**config.mk**
```make
export PLATFORM = sky130hd
export DESIGN_NAME = rumg_proj
export DESIGN_NICKNAME = d
export VERILOG_FILES = /design/src/rtl/core/rumg_pkg.sv /design/src/rtl/core/rumg_proj.sv
export SDC_FILE = /design/constraint.sdc
export NUM_CORES = 2
export LEC_CHECK = 0
export ABC_AREA = 1
export ABC_CLOCK_PERIOD_IN_PS = 2730
export BUFFER_PORTS_ARGS = -buffer_cell sky130_fd_sc_hd__buf_2
export CAP_MARGIN = 20
export CORE_MARGIN = 4
export CORE_UTILIZATION = 54
export CTS_BUF_LIST = sky130_fd_sc_hd__clkbuf_2
export DETAILED_ROUTE_END_ITERATION = 16
export PLACE_DENSITY = 0.76
export SYNTH_ARGS = -nofsm -noshare
export SYNTH_HDL_FRONTEND = slang
export SYNTH_SLANG_ARGS = --single-unit
```
**constraint.sdc**
```tcl
create_clock -name clk -period 2.73 [get_ports clk]
set_input_delay 0.1365 -clock clk [delete_from_list [all_inputs] [get_ports clk]]
set_output_delay 0.1365 -clock clk [all_outputs]
set_load 0.005 [all_outputs]
```
**src/rtl/core/rumg_pkg.sv**
```systemverilog
package rumg_pkg;

	localparam int MAX_DIM   = 4096;
	localparam int FRAC_BITS = 8;

	// register indexes
	localparam logic [2:0] REG_INV_PROJ_ROW0       = 3'd0;
	localparam logic [2:0] REG_INV_PROJ_ROW1       = 3'd1;
	localparam logic [2:0] REG_INV_PROJ_ROW2       = 3'd2;
	localparam logic [2:0] REG_RADIAL_COEFFS       = 3'd3;
	localparam logic [2:0] REG_TANGENTIAL_COEFFS   = 3'd4;
	localparam logic [2:0] REG_FOCAL_SKEW_CENTER_X = 3'd5;
	localparam logic [2:0] REG_FOCAL_CENTER_Y      = 3'd6;
	localparam logic [2:0] REG_IMAGE_SIZE          = 3'd7;

	// projected component, normalized coordinate, distorted coordinate
	localparam int T_W  = 35;
	localparam int NX_W = 25;
	localparam int EC_W = 32;

	typedef struct packed {
		logic [11:0] pixel_col;
		logic [11:0] pixel_row;
	} pix_t;

	typedef struct packed {
		logic [19:0] map_x;
		logic [19:0] map_y;
		logic        in_bounds;
	} map_t;

	typedef struct packed {
		logic [62:0] inv_proj_row0;
		logic [62:0] inv_proj_row1;
		logic [62:0] inv_proj_row2;
		logic [62:0] radial_coeffs;
		logic [62:0] tangential_coeffs;
		logic [62:0] focal_skew_center_x;
		logic [63:0] focal_center_y;
		logic [25:0] image_size;
	} cfg_t;

	// travels with each word down the pipeline
	typedef struct packed {
		logic valid;
		logic ok;
	} tag_t;

endpackage

```
**src/rtl/core/rumg_proj.sv**
```systemverilog
module rumg_proj import rumg_pkg::*; (
	input  logic                  clk,
	input  logic                  arst_n,
	input  logic                  en,
	input  logic                  v_in,
	input  pix_t                  pix,
	input  cfg_t                  cfg,
	output tag_t                  tag_out,
	output logic signed [T_W-1:0] t0,
	output logic signed [T_W-1:0] t1,
	output logic signed [T_W-1:0] t2
);

	logic [12:0] img_w, img_h;
	logic        size_ok, pix_ok;
	logic [62:0] rows [3];

	tag_t               tag_s1, tag_s2;
	logic signed [33:0] pc_s1 [3];
	logic signed [33:0] pr_s1 [3];
	logic signed [T_W-1:0] t_s2 [3];

	assign img_w = cfg.image_size[12:0];
	assign img_h = cfg.image_size[25:13];
	assign size_ok = (img_w != 13'd0) && (img_h != 13'd0)
		&& ({1'b0, img_w} <= 14'(MAX_DIM)) && ({1'b0, img_h} <= 14'(MAX_DIM));
	assign pix_ok = ({1'b0, pix.pixel_col} < img_w) && ({1'b0, pix.pixel_row} < img_h);

	assign rows[0] = cfg.inv_proj_row0;
	assign rows[1] = cfg.inv_proj_row1;
	assign rows[2] = cfg.inv_proj_row2;

	always_ff @(posedge clk or negedge arst_n) begin
		if (!arst_n) begin
			tag_s1 <= '0;
			tag_s2 <= '0;
		end else if (en) begin
			tag_s1 <= '{valid: v_in, ok: size_ok && pix_ok};
			tag_s2 <= tag_s1;
		end
	end

	for (genvar i = 0; i < 3; i++) begin : g_row
		logic signed [20:0] c_col, c_row, c_one;
		assign c_col = $signed(rows[i][20:0]);
		assign c_row = $signed(rows[i][41:21]);
		assign c_one = $signed(rows[i][62:42]);

		always_ff @(posedge clk) begin
			if (en) begin
				pc_s1[i] <= c_col * $signed({1'b0, pix.pixel_col});
				pr_s1[i] <= c_row * $signed({1'b0, pix.pixel_row});
				t_s2[i]  <= T_W'(pc_s1[i]) + T_W'(pr_s1[i]) + T_W'(c_one);
			end
		end
	end

	assign tag_out = tag_s2;
	assign t0 = t_s2[0];
	assign t1 = t_s2[1];
	assign t2 = t_s2[2];

endmodule

```
== Yosys cells after proc, flatten, opt, wreduce, memory -nomap -nowiden ==
Memory sizes are Yosys's and may differ from the RTL's.
Index checks and enable logic that the tools add are counted.

* Magnitude comparators: 4
* Muxes and demuxes: 2
* Multipliers: 6
* Reductions and logical operators: 7
* Add/subtract/negate cells: 6

{| class="wikitable"
|+ Operator list
! operator !! number
|-
| $mul 21x13->34 || 6
|-
| $add 34x34->35 || 3
|-
| $add 35x21->35 || 3
|-
| $le 13x13->1 const B || 2
|-
| $lt 12x13->1 || 2
|-
| $reduce_bool 13->1 || 2
|-
| $logic_and 1x1->1 || 5
|-
| $mux 1 || 2
|}

* Memory bits (writable): 309
* Bits of input ports: 496
* Memories kept: 3
* Output and inout port bits: 107
* Bits in registers: 4

{| class="wikitable"
|+ Memories
! name !! depth !! width !! rd ports !! clocked after memory_dff !! wr ports !! line !! RTL
|-
| t_s2 || 3 || 35 || 3 || 0 || 3 || rumg_proj.sv:21 || <nowiki>logic signed [T_W-1:0] t_s2 [3];</nowiki>
|-
| pc_s1 || 3 || 34 || 3 || 0 || 3 || rumg_proj.sv:19 || <nowiki>logic signed [33:0] pc_s1 [3];</nowiki>
|-
| pr_s1 || 3 || 34 || 3 || 0 || 3 || rumg_proj.sv:20 || <nowiki>logic signed [33:0] pr_s1 [3];</nowiki>
|}

== Longest topological paths before layout ==
* Depth in word-level cells: 5
* Depth in mapped cells: 26
* Mapped depth without buffers: 24

== Worst setup path before layout ==
No wires, ideal clock.

* Kind: in2reg
* Start: input port pix[15] (netlist name)
* End: memory pc_s1[2][33] (netlist: pc_s1[0][101]) (data pin)
* Stages: 19
* Setup slack: -2.108 ns
* Setup time: 0.252 ns
* Arrival: 4.586 ns
* Path through: clkbuf_1 clkbuf_1 nand2_1 fa_1 fa_1 inv_1 fa_1 inv_1 fa_1 fa_1 inv_1 ha_1 inv_1 nor3_1 nand2_1 nor3_1 a21oi_1 nand2_1 nand2_1

{| class="wikitable"
|+ RTL lines
! element !! line !! RTL
|-
| start, declared || rumg_proj.sv:6 || <nowiki>input pix_t pix,</nowiki>
|-
| end, declared || rumg_proj.sv:19 ||
|}

==> flow_summary.json <==
{
  "status": "complete, but fails checks",
  "violations": "setup timing",
  "grt_overflow": 0,
  "synth_nets": 12900,
  "wire_per_inst_um": 19.7,
  "cp_slowest_cell": "fa_1",
  "drt-total-wl_um": 276000,
  "dp.cells": 13300,
  "initial_core_util_pct": 54.6,
  "fin_ws_ns": -0.813,
  "synth_area_leaders": "fa_1 37%, inv_1 15%, nand2_1 14%, edfxtp_1 12%, ha_1 9.3%",
  "cts-root-buf": "clkbuf_2",
  "synthArstFlopShare_pct": 1.28,
  "vias_per_cell": 5.27,
  "clkTransAtPathRegs_ns": 0.11,
  "synth.most_common_cell": "inv_1",
  "min_period_ns": 3.54,
  "multi_input_area_mm2": 0.0652,
  "ys_seq_area_share_pct": 11.9,
  "synth.avg_cell_area_um2": 7.62,
  "postPlaceCellArea_mm2": 0.0941,
  "instances_no_fill": 14100,
  "die_y_um": 390,
  "drt-met1-wl_um": 105000,
  "drc": 0,
  "htreeDepth": 3,
  "cp.required_ns": 3.85,
  "place.gp.congestion": 0.976,
  "row_count": 139,
  "cts_buffer_depth": 3,
  "vias": 74000,
  "wl_met2_um": 129000,
  "r2r-start": "pc_s1[0][1]",
  "synth_common_cells": "3212 x inv_1, 2918 x nand2_1, 1473 x fa_1, 583 x ha_1, 346 x nor2_1",
  "regArea_mm2": 0.00938,
  "cp_cell_sequence": "buf_12 -> buf_12 -> buf_8 -> nand2_4 -> inv_2 -> fa_1 -> inv_2 -> fa_1 -> inv_2 -> fa_1 -> fa_1 -> inv_2 -> fa_1 -> inv_2 -> ha_4 -> a21oi_4 -> o21ai_2 -> buf_4 -> a21o_1 -> nand2_1 -> nand3_1 -> nand2_1 -> nand2_2",
  "critPathCapture": "pr_s1[0][57]",
  "detail-route-antenna-nets": 0,
  "setup_viol": 180,
  "cts_buffers": 94,
  "ys_ff_latch": 313,
  "tightest_slew_ns": 0.782,
  "die_area_mm2": 0.152,
  "fin_skew_ns": 0.137,
  "ys_types": 37,
  "r2r_setup_slack_ns": -0.26,
  "end_kind": "flip-flop",
  "syn_inst": 10300,
  "hold_viol": 0,
  "worstSetupPathType": "primary input to flip-flop",
  "synth_flop_cell": "edfxtp_1",
  "synth_top_area_share_pct": 37.4,
  "hp-class": "primary input to flip-flop",
  "timing.final.max_slew_violations": 0,
  "cap_viol_max_count": 0,
  "synth_edf_count": 309,
  "cts_tree": "yes",
  "cp-startpoint": "pix[3]",
  "hpwlAfterDp_um": 202000,
  "met3_length_um": 27200,
  "grt_pass1_wl_um": 413000,
  "stdcell_area_mm2": 0.108,
  "num-fill-cells": 10000,
  "port_buffers": 349,
  "path_max_fanout": 7,
  "antenna_found_initial": 49,
  "io_pins": 603,
  "coreArea_mm2": 0.144,
  "fin_crit_sh_pct": 130,
  "r2r_end": "t_s2[0][13]",
  "hold_slack_ns": 0.0787,
  "routed.top_layer": "met5",
  "area_growth_pct": 36.6,
  "drive_gt1_share_pct": 30.1,
  "syn_area_mm2": 0.0788,
  "drt_pass1_iterations": 8,
  "rr_worst_depth": 14,
  "fmax_mhz": 282,
  "yosys.area.top_type": "fa_1",
  "crit_arrival_ns": 4.66,
  "max_stage_delay_ns": 0.54,
  "nets": 14600,
  "maxSlewHeadroom_pct": 47.9,
  "drtIter0Drc": 5706,
  "insertion_delay_ns": 1.44,
  "grt_pass1_vias": 77200,
  "synth_warnings": 0,
  "setup_tns_ns": -100.71,
  "grt_max_degree": 64,
  "die_w_um": 390,
  "clock_sinks": 313,
  "grtUsageTotal_pct": 34.7,
  "startpoint_type": "primary input",
  "grt_setup_unrepaired": "true"
}
critical path: cells and delay by family:
kind,cells,cell delay (ns)
fa+ha+maj,6,2.88
buf+inv,9,0.80
compound gates,3,0.46
simple gates,5,0.36
state kept, by name (all words and copies together), names as in the netlist:
name,flops
pr_s1,102
t_s2,105
tag_s1,2
pc_s1,102
tag_out,2
kinds of logic (layout without fill, tap and decap cells):
| family | Yosys count | count (layout) | share of synthesized area, % |
|---|---|---|---|
| other | 0 | 32 | 0 |
| flip-flops | 313 | 313 | 11.9 |
| AND/OR/NAND/NOR | 3755 | 3755 | 19.1 |
| adder cells (fa/ha/maj) | 2056 | 2056 | 46.7 |
| buffers and inverters | 3507 | 5282 | 16.7 |
| AO/OA/AOI/OAI | 559 | 559 | 3.86 |
| XOR/XNOR | 159 | 159 | 1.77 |
cells in the final DEF, fill, tap and decap left out, drive strengths merged, types with 225 or more instances in the layout:
master | Yosys | layout
inv | 3213 | 3216
edfxtp | 309 | 309
a21oi | 305 | 305
nand3 | 232 | 232
dlygate4sd3 | 0 | 225
ha | 583 | 583
nor2 | 355 | 355
buf | 0 | 1653
nand2 | 2967 | 2967
fa | 1473 | 1473
metal layers:
metal,GRT usage [%],vias to the layer above
met5,0,-
met4,16.7,30
met3,7.97,969
met2,55.7,3500
met1,44.7,36200
li1,-,33300
how the worst min path moves through the flow:
stage                         from     endpoint  cells after the start
final                     cfg[396]  t_s2[0][48]                      5
after detailed placement    arst_n    tag_s1[1]                      1
after global routing      cfg[396]  t_s2[0][48]                      5
after CTS                 cfg[388]  t_s2[0][41]                      7
after floorplan             arst_n   tag_out[0]                      0
after global placement      arst_n   tag_out[1]                      1
per-stage QoR:
| step | setup WS (ns) | utilization, % |
|---|---|---|
| after floorplan | -1.67 | - |
| after detailed placement | -2.33 | 65.2 |
| final | -0.813 | 74.6 |
| after global placement | -2.28 | 65.2 |
| after CTS | -0.584 | 70.6 |
| after global routing | -0.870 | 74.6 |
final cells by class:
type / instances / area share (%)
inverter: 3213 / 11.2
tap: 1903 / 2.21
sequential: 313 / 8.71
timing repair buffer: 1906 / 16.4
antenna: 32 / 0.0744
clock inverter: 45 / 0.256
clock buffer: 118 / 0.549
multi-input combinational: 6529 / 60.6
timing repair:
item                                   4_1_cts  5_1_grt
endpoints found under the hold margin      466        3
cloned                                      33        8
gates resized for setup                    676     1293
setup endpoints to repair                  192      255
pin swaps                                  406      756
hold buffers                               256        2
setup buffers                              113      179
Power is not shown: default switching activity piles up to over one toggle a cycle in this logic, so the estimate is an artifact.
